## src/sv/assert_macros.svh

```systemverilog
// Assertion macros shared by the RTL modules.
`ifndef ASSERT_MACROS_SVH
`define ASSERT_MACROS_SVH

`ifndef SYNTH
// Clocked check, disabled while reset is asserted.
`define FLP_ASSERT(lbl, clk, rst_n, prop) \
  lbl: assert property (@(posedge clk) disable iff (!rst_n) prop) \
    else $error("assertion failed");
// Clocked check that also holds during reset.
`define FLP_ASSERT_ALWAYS(lbl, clk, prop) \
  lbl: assert property (@(posedge clk) prop) \
    else $error("assertion failed");
`else
`define FLP_ASSERT(lbl, clk, rst_n, prop)
`define FLP_ASSERT_ALWAYS(lbl, clk, prop)
`endif

`endif

```

## src/sv/flp_pkg.sv

```systemverilog
// Shared constants, codes and controller/datapath interface types.
`default_nettype none

package flp_pkg;

  // Table size; must be a power of two so the home slot is the low hash bits.
  localparam int unsigned SLOTS   = 256;
  localparam int unsigned SLOT_W  = $clog2(SLOTS);
  localparam int unsigned COUNT_W = SLOT_W + 1;
  localparam int unsigned MAX_W   = 8;
  localparam int unsigned CMP_W   = (COUNT_W > MAX_W) ? COUNT_W : MAX_W;

  localparam int unsigned HASH_W  = 32;
  localparam int unsigned GROUP_W = 16;
  localparam int unsigned VALUE_W = 32;
  localparam int unsigned ENTRY_W = HASH_W + GROUP_W + VALUE_W;

  localparam logic [HASH_W-1:0] FNV_BASIS = 32'd2166136261;
  localparam logic [HASH_W-1:0] FNV_PRIME = 32'd16777619;

  localparam logic [MAX_W-1:0] MAX_ENTRIES_RST = 8'd153;

  // Operation codes
  localparam logic [1:0] OP_GET   = 2'd0;
  localparam logic [1:0] OP_SET   = 2'd1;
  localparam logic [1:0] OP_CLEAR = 2'd2;

  typedef enum logic [1:0] {
    RES_ZERO,   // found 0, value 0, status ok
    RES_HIT,    // found 1, value from slot
    RES_FOUND,  // found 1, value 0 (set update)
    RES_FULL    // set refused
  } res_sel_e;

  typedef struct packed {
    logic     hash_en;      // input transfer
    logic     key_load;     // last item: latch key hash and fields
    logic     probe_start;
    logic     probe_next;
    logic     rd_en;
    logic     wr_entry;
    logic     insert;
    logic     clear_all;
    logic     res_load;
    res_sel_e res_sel;
  } flp_cmd_t;

  typedef struct packed {
    logic used;
    logic match;
    logic last_probe;
    logic count_ok;
    logic op_set;
    logic op_clear;
  } flp_sts_t;

endpackage

`default_nettype wire

```

## src/sv/flp_ctrl.sv

```systemverilog
// Controller: item intake, probe sequencing, table actions and result handoff.
`default_nettype none

`include "assert_macros.svh"

module flp_ctrl
  import flp_pkg::*;
(
  input  wire logic     clk_i,
  input  wire logic     rst_ni,
  input  wire logic     in_valid_i,
  output logic          in_ready_o,
  input  wire logic     in_last_i,
  input  wire logic [1:0] in_op_i,
  output logic          out_valid_o,
  input  wire logic     out_ready_i,
  output flp_cmd_t      cmd_o,
  input  wire flp_sts_t sts_i
);

  localparam logic [1:0] ST_IDLE = 2'd0;
  localparam logic [1:0] ST_RD   = 2'd1;
  localparam logic [1:0] ST_CMP  = 2'd2;
  localparam logic [1:0] ST_FIN  = 2'd3;

  logic [1:0] state_q, state_d;
  logic       out_valid_q, out_valid_d;
  logic       out_free;
  logic       keep_probing;
  flp_cmd_t   cmd;

  assign out_free     = !out_valid_q || out_ready_i;
  assign keep_probing = sts_i.used && !sts_i.match && !sts_i.last_probe;

  always_comb begin
    cmd         = '0;
    cmd.res_sel = RES_ZERO;
    state_d     = state_q;
    in_ready_o  = 1'b0;
    unique case (state_q)
      ST_IDLE: begin
        in_ready_o = 1'b1;
        if (in_valid_i) begin
          cmd.hash_en = 1'b1;
          if (in_last_i) begin
            cmd.key_load = 1'b1;
            if (in_op_i == OP_GET || in_op_i == OP_SET) begin
              cmd.probe_start = 1'b1;
              state_d         = ST_RD;
            end else begin
              state_d = ST_FIN;
            end
          end
        end
      end
      ST_RD: begin
        cmd.rd_en = 1'b1;
        state_d   = ST_CMP;
      end
      ST_CMP: begin
        if (keep_probing) begin
          cmd.probe_next = 1'b1;
          state_d        = ST_RD;
        end else if (out_free) begin
          // slot data stays in the RAM output register while the result waits
          cmd.res_load = 1'b1;
          state_d      = ST_IDLE;
          if (sts_i.used && sts_i.match) begin
            if (sts_i.op_set) begin
              cmd.wr_entry = 1'b1;
              cmd.res_sel  = RES_FOUND;
            end else begin
              cmd.res_sel = RES_HIT;
            end
          end else if (sts_i.op_set && !sts_i.used && sts_i.count_ok) begin
            cmd.wr_entry = 1'b1;
            cmd.insert   = 1'b1;
          end else if (sts_i.op_set) begin
            cmd.res_sel = RES_FULL;
          end
        end
      end
      ST_FIN: begin
        if (out_free) begin
          cmd.res_load  = 1'b1;
          cmd.clear_all = sts_i.op_clear;
          state_d       = ST_IDLE;
        end
      end
      default: begin
        state_d = ST_IDLE;
      end
    endcase
  end

  always_comb begin
    out_valid_d = out_valid_q;
    if (out_ready_i) begin
      out_valid_d = 1'b0;
    end
    if (cmd.res_load) begin
      out_valid_d = 1'b1;
    end
  end

  always_ff @(posedge clk_i or negedge rst_ni) begin
    if (!rst_ni) begin
      state_q     <= ST_IDLE;
      out_valid_q <= 1'b0;
    end else begin
      state_q     <= state_d;
      out_valid_q <= out_valid_d;
    end
  end

  assign cmd_o       = cmd;
  assign out_valid_o = out_valid_q;

  `FLP_ASSERT(a_result_presented, clk_i, rst_ni,
    cmd.res_load |=> out_valid_q)
  `FLP_ASSERT(a_wait_for_output, clk_i, rst_ni,
    state_q == ST_CMP && !keep_probing && !out_free |=> state_q == ST_CMP)
  `FLP_ASSERT(a_write_only_on_set, clk_i, rst_ni,
    cmd.wr_entry |-> state_q == ST_CMP && sts_i.op_set && out_free)
  `FLP_ASSERT_ALWAYS(a_no_write_in_reset, clk_i,
    !rst_ni |-> !cmd.wr_entry || state_q == ST_CMP)

endmodule

`default_nettype wire
```

## config.mk

```make
export PLATFORM = sky130hd
export DESIGN_NAME = flp_ctrl
export DESIGN_NICKNAME = d
export VERILOG_FILES = /design/src/sv/flp_pkg.sv /design/src/sv/flp_ctrl.sv
export VERILOG_INCLUDE_DIRS = /design/src /design/src/sv
export SDC_FILE = /design/constraint.sdc
export NUM_CORES = 1
export LEC_CHECK = 0
export BUFFER_PORTS_ARGS = -buffer_cell sky130_fd_sc_hd__buf_2
export CAP_MARGIN = 15
export CORE_AREA = 3 3 40 42
export CTS_CLUSTER_DIAMETER = 200
export CTS_CLUSTER_SIZE = 20
export DETAILED_ROUTE_END_ITERATION = 10
export DIE_AREA = 0 0 43 45
export GPL_TIMING_DRIVEN = 0
export PLACE_DENSITY = 0.48
export SLEW_MARGIN = 20
export SYNTH_ARGS = -nofsm -noshare
export SYNTH_HDL_FRONTEND = slang
export SYNTH_SLANG_ARGS = --single-unit
```

## constraint.sdc

```tcl
create_clock -name clk_i -period 1.8 [get_ports clk_i]
set_input_delay 0.36 -clock clk_i [delete_from_list [all_inputs] [get_ports clk_i]]
set_output_delay 0.36 -clock clk_i [all_outputs]
set_load 0.05 [all_outputs]
```

# Yosys cells after proc, flatten, opt, wreduce, memory -nomap -nowiden

Index checks and enable logic that the tools add are counted.

Bits in registers: 3
Latch bits: 0
Memory bits (writable): 0
ROM bits: 0
Input port bits: 13
Output and inout bits: 13
Logic and storage cells: 56
Memories: 0

Add/sub/neg operators: 0
Multipliers: 0
Divide/modulo/power cells: 0
Magnitude comparators: 0
Equality and inequality tests: 6
Shift-type cells: 0
Muxes and demuxes: 33
Bitwise gates (word level): 0
Reduce and logical (&&, ||, !) cells: 15

Operators by type and width:

| kind                                                | count |
|---|---|
| 2-to-1 mux 2 bit                                    | 16 |
| 2-to-1 mux 3 bit                                    | 4 |
| 2-to-1 mux 1 bit                                    | 11 |
| case mux 2 bit (4 select lines)                     | 1 |
| logical AND 1 bit                                   | 5 |
| equality test 2 x 1 -> 1 bit, second input constant | 2 |
| equality test 2 bit, second input constant          | 2 |
| zero test 1 bit                                     | 4 |
| zero test 2 bit                                     | 2 |
| inequality test 2 bit, second input constant        | 2 |
| logical OR 1 bit                                    | 2 |
| case mux 1 bit (2 select lines)                     | 1 |
| AND reduction 2 bit                                 | 1 |
| nonzero test 2 bit                                  | 1 |

# Depth between registers and ports, before layout

Gate-level depths: netlist of the first run.

Depth in word-level cells: 9
Mapped depth: 4

# Worst setup path before layout of the first run

OpenSTA, ideal clock, no wires.

Path kind: reg2out
From: reg out_valid_q, in the netlist out_valid_o
To: out cmd_o[0] (netlist bit)
Data arrival time: 2.373 ns
Data required time: 1.440 ns
Path slack: -0.933 ns
Cell stages (with the launch flop): 4
Buffers on the path: 0
Cell sequence: dfrtp_1 > nand2b_1 > nand2_1 > nor4_1

RTL lines:

| element                  | line            | RTL |
|---|---|---|
| start: declaration       | flp_ctrl.sv:27  | `logic out_valid_q, out_valid_d;` |
| start signal: assignment | flp_ctrl.sv:112 | `out_valid_q <= out_valid_d;` |
| end: declaration         | flp_ctrl.sv:17  | `output flp_cmd_t cmd_o,` |

==> results.md, run 1 <==
Timing:
- Across all hold checks on the routed design, the worst slack comes to 0.4154 ns.
- Setup total negative slack on the finished layout was measured at 0 ns.
- The final setup violation count is 0.
- Setup repair after global routing left no endpoint under its margin.
- The worst path meets setup with 0.1020 ns of slack.
- In this run the tightest slew margin relative to its limit is 82.20%.
- The clock arrives with 0.002397 ns of skew.
- The clock period minus final worst setup slack is 1.698 ns.
- The transition time of the tightest slew-check pin is 0.2658 ns.
- The final count of hold timing violations is 0.
- The number of pins with negative max-slew slack in the final report is 0.
- The top achievable clock speed is 588.9 MHz.
- The final clock period utilization by the worst path is 94.33%.

Layout:
- Fill cells in the final layout number 150.
- The net count of the finished layout is 82.
- In the final layout, flip-flops and latches occupy 77.57 µm².
- 0 antenna diodes ended up in the layout.
- The finished cells cover 515.5 µm².
- The area of the multi-input gates is 215.2 µm².
- From synthesis to final layout, the design area changed by 99.03%.
- The post-route netlist has 58.82% of its cells at a drive strength greater than 1.

Yosys:
- After synthesis, the cell types taking the most area are dfrtp_1 (29%), nand2_1 (10%), nor2_1 (10%).
- The Yosys step of the flow raised 0 warnings.
- The synthesized design devotes to its leading area cell type 28.99% of total area.
- The post-synth net total is 51.
- The number of unique standard cell types used by synthesis is 18.
- A synthesized cell averages 6.816 µm².
- The prevailing post-synth register cell is dfrtp_1.
- By count the netlist is led by nand2_1 (7), nor2_1 (7), dfrtp_1 (3), nand3_1 (3).
- The total of flip-flops plus latches after synthesis is 3.
- The cell count after synthesis is 38.
- Summed over all instances, the cell type with the most area after synthesis is dfrtp_1.
- The number of enable-type register cells in the synthesized netlist is 0.
- After synthesis the cells add up to 259.0 µm².
- The fraction of registers with async set or reset after synthesis is 100.0%.
- After synthesis, flip-flops and latches occupy 28.99% of the total area.

Global routing:
- The via count of the first global-routing pass is 352.
- Entering global routing, the biggest net connects 9 pins.
- The sum of overflow across all layers after global routing is 0.
- The number of antenna violations at the first check in global routing came to 0.
- The all-layer global routing usage is 9.908%.
- The first global-routing pass estimated 1.393 mm of wire.

Power and ir drop:
- The sequential share of power is 18.6%.
- In this run, the combinational gates consume 66.3% of the power.
- The switching fraction of total power is 56.86%.
- The net switching power is 0.0004544 W.
- In this run, the clock network consumes 15.0% of the power.
- Across the VDD grid, the largest voltage drop is 0.6374 mV.
- The leakage dissipation is 0.2658 nW.
- The internal portion of the total power is 0.0003447 W.
- The power density over cell area is 1550 mW/mm².

CTS:
- The clock reaches the later pin of the worst-skew pair after 0.24 ns.
- The clock net in this run drives a total of 3 sinks.
- The cell sitting at the root of the clock tree is a clkbuf_4.
- Clock tree synthesis inserted a total of 3 buffers.
- The maximum buffer depth of the clock tree is 2.
- The post-CTS clock slew at the launch and capture registers of the worst setup and hold paths is 0.03 ns.
- TritonCTS built the clock tree.
- In this run the number of H-tree levels came out at 1.

Outcome:
- The run finished with clean final reports.

Worst setup path:
- Data arrives at the worst endpoint at 1.34 ns.
- STA classifies the critical path endpoint as an output pin.
- Measured in cells, the most critical reg-to-reg path has a length of 4.
- The worst-case register-to-register setup slack is 0.74 ns.
- The critical path contains buffers and inverters numbering 3 combined.
- Traced cell by cell, the critical path runs through buf_2, or3b_4, nor2_1, nor2_1, buf_4, buf_4.
- Along the worst path, the maximum fanout reaches 4.
- The terminus of the critical flop-to-flop path is state_q[1].
- The startpoint type of the worst setup path is an input pin.
- In this design, the stage delay of the slowest critical-path cell is 0.41 ns.
- In this design, the largest share of critical-path delay is due to simple AND/OR/NAND/NOR gates.
- The required arrival time at the worst endpoint is 1.44 ns.
- The worst-path cell with the longest stage delay is or3b_4.
- In this run the critical register-to-register path is launched from state_q[1].
- The critical path is of the in2out type.

Routing:
- The routed design has 868 µm of wire.
- In the final routed layout, each cell accounts on average for 10.46 µm.
- The pre-antenna-repair detailed-routing pass consisted of 2 iterations.
- The total via count in the routed design is 370.
- The detail route stage leaves a number of antenna-violating nets equal to 0.
- Using the TritonRoute via totals, the vias-per-cell ratio works out to 4.458.
- The remaining design rule violation count is 0.
- The number of DRC markers after the initial detailed-route iteration is 1.

Place:
- The global placement routability congestion is 0.7164.
- The setup slack after placement is 0.01400 ns.
- The HPWL after detailed placement is 672.3 µm.
- Input and output buffers added on the ports amount to 24.
- In this run the cell area measured after placement is 429.2 µm².

Die:
- 26 I/O pins were placed.
- The area enclosed by the die boundary is 0.001935 mm².
- The die outline height is 45 µm.
- The area of the placeable core is 0.001285 mm².
- Row generation in the floorplan step produced 13 rows.
- The die is 43 µm wide.
- The initial standard-cell utilization of the core is 20.16%.

Min path:
- Counting instances, the worst hold path has a depth of 3.
- The path class of the tightest hold or removal check is in2reg.
- The startpoint identified for the worst hold timing path is in_valid_i.
- The endpoint of the worst hold-timing path is state_q[1].

Flow run:
- Across the run, the number of max-cap violations was 0.
-- final cells by class --
type | instances | share of cell area [%]
multi-input cells | 32 | 41.75
repair buffers | 26 | 31.55
flip-flops and latches | 3 | 15.05
clock buffers | 4 | 5.097
well taps | 15 | 3.641
plain buffers | 1 | 1.456
inverters | 2 | 1.456
-- worst max-delay path by stage --
stage / from / end / slack, ns / cells after the start
floorplan: out_valid_o / cmd_o[1] / -0.15 / 3
global placement: sts_i[4] / cmd_o[7] / 0.02 / 5
detailed placement: sts_i[4] / cmd_o[7] / 0.01 / 5
CTS: state_q[0] / cmd_o[1] / 0.002 / 4
global route: state_q[1] / cmd_o[4] / 0.005 / 4
finish: sts_i[4] / cmd_o[2] / 0.10 / 6
-- power by group through the flow --
stage          clock network, W  logic [W]  registers [W]
4_1_cts                0.000127   0.000506       0.000148
5_1_grt                0.000138   0.000559       0.000155
3_3_place_gp                  0   0.000487       0.000146
6_report               0.000120   0.000530       0.000149
2_1_floorplan                 0   0.000347       0.000179
3_5_place_dp                  0   0.000488       0.000149
-- cell families (layout without fill, tap and decap cells) --
logic type | count (synthesis) | in the layout | share of synthesized area (%)
buf+inv | 3 | 33 | 5.795
xor+xnor | 1 | 1 | 3.382
simple gates | 26 | 26 | 49.76
compound gates | 5 | 5 | 12.08
flops | 3 | 3 | 28.98
-- sequential cells by signal, summed over array words and instances, names as in the netlist --
name / count
out_valid_o: 1
state_q: 2
-- metrics by stage --
stage               std cells  util, %  total power [W]
floorplan                  38        -        0.0005264
global placement           77    33.40        0.0006327
detailed placement         77    33.40        0.0006364
CTS                        82    37.39        0.0007803
global route               83    40.12        0.0008518
finish                     83    40.12        0.0007991
-- cell usage in the layout, fill, tap and decap left out, types with 2 or more instances in the layout --
master and n:
nor2_2 2, clkbuf_4 4, buf_2 17, nand2_1 7, buf_4 6, nand3_1 3
buf_6 2, nor2_1 4, dfrtp_2 2, nor2b_1 2
-- what timing repair did --
item / CTS / global route
hold buffers: 1 / 0
endpoints found under the hold margin: 3 / 0
resized for setup: 6 / 8
setup endpoints to repair: 6 / 8
cloned: 0 / 0
buffers inserted: 0 / 1
-- worst reg2reg max path: cells and delay by family (launching register included) --
kind                   cells  cell delay [ns]
DFF                        1             0.45
and+or+nand+nor            2             0.26
AOI/OAI and AO/OA          1             0.21
buffers and inverters      1             0.04
-- per-layer routing --
metal  track usage, %  wire (µm)  vias to the layer above
met5                0          0                        -
li1                 -          -                      186
met2            14.67        380                       24
met4            5.422          0                        0
met1            11.08        359                      160
met3            5.976        128                        0
Power figures use the tool's default switching activity.
==> run 2: changes to the inputs <==
Settings changed: ABC_AREA set to 1, PLACE_DENSITY 0.48 to 0.5.
==> run 2 against run 1 <==
Effect of this change: critical path depth fell by 1; worst setup slack got worse by 0.0092 ns; die area did not move; clock skew rose by 0.0012 ns; combinational power rose by 14%; global-route usage barely moved; final area fell by 4.6%; final cell count rose by 16%; clock power barely moved; total power rose by 9.0%; via count rose by 7.8%; utilization fell by 1.9 points; critical endpoint is now cmd_o[5].
==> results.md, run 2 <==
Outcome:
- The run finished with clean final reports.

Place:
- Summed over all nets, the half-perimeter wirelength after detailed placement is 677.4 µm.
- The number of port buffers is 24.
- The global placement routability congestion is 0.7398.
- Before CTS, the worst setup slack after placement is 0.1943 ns.
- The instance count after placement with tap cells included is 91.

Die:
- Measured along the y axis, the die boundary spans 45 µm.
- The floorplan has 13 rows.
- 26 I/O pins were placed.
- Measured along the x axis, the die boundary spans 43 µm.
- Once the floorplan was initialized, standard cells occupied 21.71% of the core.
- The area of the placeable core is 0.001285 mm².
- The area enclosed by the die boundary is 0.001935 mm².

Flow run:
- The number of max-cap violations is 0.

Layout:
- The number of nets in the layout is 95.
- In the layout the commonest cells are buf_2 (19), inv_1 (12), nand2_1 (12).
- In the final layout, the share of cells above drive strength 1 is 45.68%.
- The area added between synthesis and finish is 76.23%.
- 0 antenna diodes ended up in the layout.
- The number of fill cells in the layout is 160.
- The leading cell type in the layout, fill and taps excluded is buf_2.
- Once layout is complete, the utilization of the core stands at 38.27%.
- The finished layout holds 96 standard cells, fillers aside.
- The register with the most flip-flops is state_q.
- The flip-flop count of the largest register, all copies and words added is 2.

Worst setup path:
- The setup path with the least slack is of type reg2out.
- The worst setup path is captured at an output pin.
- The delay of the slowest critical-path stage is 0.41 ns.
- The startpoint identified for the worst register-to-register timing path is state_q[1].
- The required arrival time at the worst endpoint is 1.44 ns.
- The startpoint type of the worst setup path is a flop.
- STA puts the critical path data arrival time at 1.35 ns.
- The slowest stage of the critical path belongs to the cell dfrtp_1.
- The maximum fanout encountered on the critical timing path is 4.
- The critical path starts at state_q[1].
- Traced cell by cell, the critical path runs through inv_1, nor2_2, nand3_1, a21oi_2, clkbuf_4.

Routing:
- Dividing the detail-routed wire length by the instance count gives 8.615 µm.
- For this block, the routed nets add up to 827 µm of wire.
- For this run, the detailed router's first-pass iteration total came to 3.
- For this run, design rule violations remaining after detail routing come to 0.
- The detailed router finished its first iteration with 6 violations.
- After detailed routing, the number of vias per cell comes to 4.156.
- Summing over every cut layer, the via total after detailed routing is 399.
- In this run the remaining antenna-violating nets after routing total 0.

Timing:
- The worst clock skew is 0.003611 ns.
- Setup repair after global routing left no endpoint under its margin.
- The final clock period utilization by the worst path is 94.85%.
- The final count of hold timing violations is 0.
- The number of pins with negative max-slew slack in the final report came to 0.
- The clock period minus final worst setup slack is 1.707 ns.
- The transition time of the tightest slew-check pin is 0.2499 ns.
- In this run the tightest slew margin relative to its limit is 83.45%.
- The final setup violation count is 0.
- Setup slack on the critical path of the routed design comes to 0.09279 ns.
- Static timing analysis puts the maximum clock frequency at 585.8 MHz.

Yosys:
- The share of the Yosys chip area taken by registers is 26.91%.
- Synthesis produced a netlist whose cell count is 52.
- The post-synth net total is 65.
- The fraction of registers with async set or reset after synthesis is 100.0%.
- In this run the biggest area consumer among cell types represents 26.91% of the synthesized area.
- The count of warnings emitted by yosys is 0.
- Summing every instance area after synthesis gives 279.0 µm².
- After synthesis the netlist holds a flip-flop and latch count of 3.
- Yosys attributes the largest share of cell area to dfrtp_1 (27%), inv_1 (16%), nand2_1 (16%).
- Yosys mapped a number of flops with a built-in enable equal to 0.
- The cell accounting for the most synthesized area is dfrtp_1.
- The most used flip-flop cell after synthesis is dfrtp_1.
- Averaged over all synthesized cells, the footprint is 5.366 µm².
- After synthesis, the most frequently instantiated cells are inv_1 (12), nand2_1 (12), nor2_1 (12).
- Synthesis instantiated 9 different standard cells from the library.

CTS:
- The total setup buffers inserted after CTS is 0.
- The post-CTS clock slew at the launch and capture registers of the worst setup and hold paths is 0.04 ns.
- Clock latency on the worst-skew pair, taken at its later pin, is 0.24 ns.
- In this run the number of H-tree levels came out at 1.
- Counting every sink on the clock net gives 3.
- The number of clock buffers added by TritonCTS is 3.
- The maximum buffer depth of the clock tree is 2.
- TritonCTS built the clock tree.
- The root buffer cell chosen for the clock tree is clkbuf_4.

Global routing:
- The pin count of the biggest net entering global routing is 7.
- The all-layer global routing usage is 9.917%.
- The number of antenna violations at the first check in global routing is 0.
- The total overflow left after global routing is 0.
- The via count of the first global-routing pass is 375.
- The wire length of the first global-routing pass is 1.442 mm.

Power and ir drop:
- The power density over cell area is 1772 mW/mm².
- For this design the static power due to leakage is 0.3078 nW.
- The largest vdd supply drop is 0.7290 mV.

Min path:
- The path category of the worst min-delay check is in2async.
==> run 2: cell types whose count changed in the layout (fill, tap and decap cells not counted), sizes merged, moves of 2 or more <==
cell    delta
buf        -4
nand2      +5
nand3      +3
nor3b      -2
clkbuf     +3
nand2b     -2
a21oi      +2
nor2       +6
inv       +10
nor2b      -2
==> run 2: metal layers <==
metal / vias up / wire (µm) / GRT usage [%]
met3: 3 / 115 / 2.789
met4: 0 / 20 / 8.434
met1: 159 / 324 / 11.59
li1: 214 / - / -
met2: 23 / 366 / 14.97
met5: - / 0 / 0
==> run 2: stage by stage <==
stage                     hold WS, ns  area (µm²)  TNS (ns)  total power, W
after global routing           0.4786       491.7         0       0.0009378
after CTS                      0.4496       478.0         0       0.0008664
after global placement         0.1585       441.7         0       0.0007410
after detailed placement       0.1655       441.7         0       0.0007377
after floorplan               0.06441       302.8   -0.1639       0.0006196
final                          0.4594       491.7         0       0.0008712
==> run 2: final timing paths <==
check / to / slack [ns] / depth (start not counted)
setup / recovery: cmd_o[5] / 0.09 / 5
hold / removal: out_valid_o / 0.46 / 2
setup reg to reg: state_q[0] / 0.80 / 4
hold reg to reg: out_valid_o / 0.57 / 2
max in group asynchronous: state_q[0] / 1.21 / 2
min in group clk_i: state_q[0] / 0.46 / 4
==> run 2: final cells by class <==
type | instances | area (µm²) | share of cell area, %
buffer | 1 | 7.507 | 1.527
clock buffer | 4 | 26.28 | 5.344
inverter | 12 | 45.04 | 9.160
multi-input combinational | 36 | 175.2 | 35.62
sequential | 3 | 76.32 | 15.52
tap | 15 | 18.77 | 3.817
timing repair buffer | 25 | 142.6 | 29.01
==> run 2: where the power goes <==
part / switching [W] / internal (W)
clock network: 0.0000371 / 0.0000832
registers: 0.0000443 / 0.000103
logic: 0.000443 / 0.000160
total: 0.000525 / 0.000347
==> run 2: critical path, delay by kind of cell (launching register included) <==
family	cells	cell delay, ns
DFF	1	0.41
buffers and inverters	2	0.33
AOI/OAI and AO/OA	1	0.12
and+or+nand+nor	2	0.24
==> run 2: what timing repair did <==
item,in CTS,in global routing
setup endpoints to repair,0,5
hold endpoints to repair,3,0
gates resized for setup,0,7
hold buffers,1,0
==> run 2: kinds of logic after synthesis <==
kind of cell           after synthesis  share of synthesized area, %
AOI/OAI and AO/OA                    5                         8.967
and+or+nand+nor                     31                         45.29
buffers and inverters               13                         18.83
DFF                                  3                         26.91
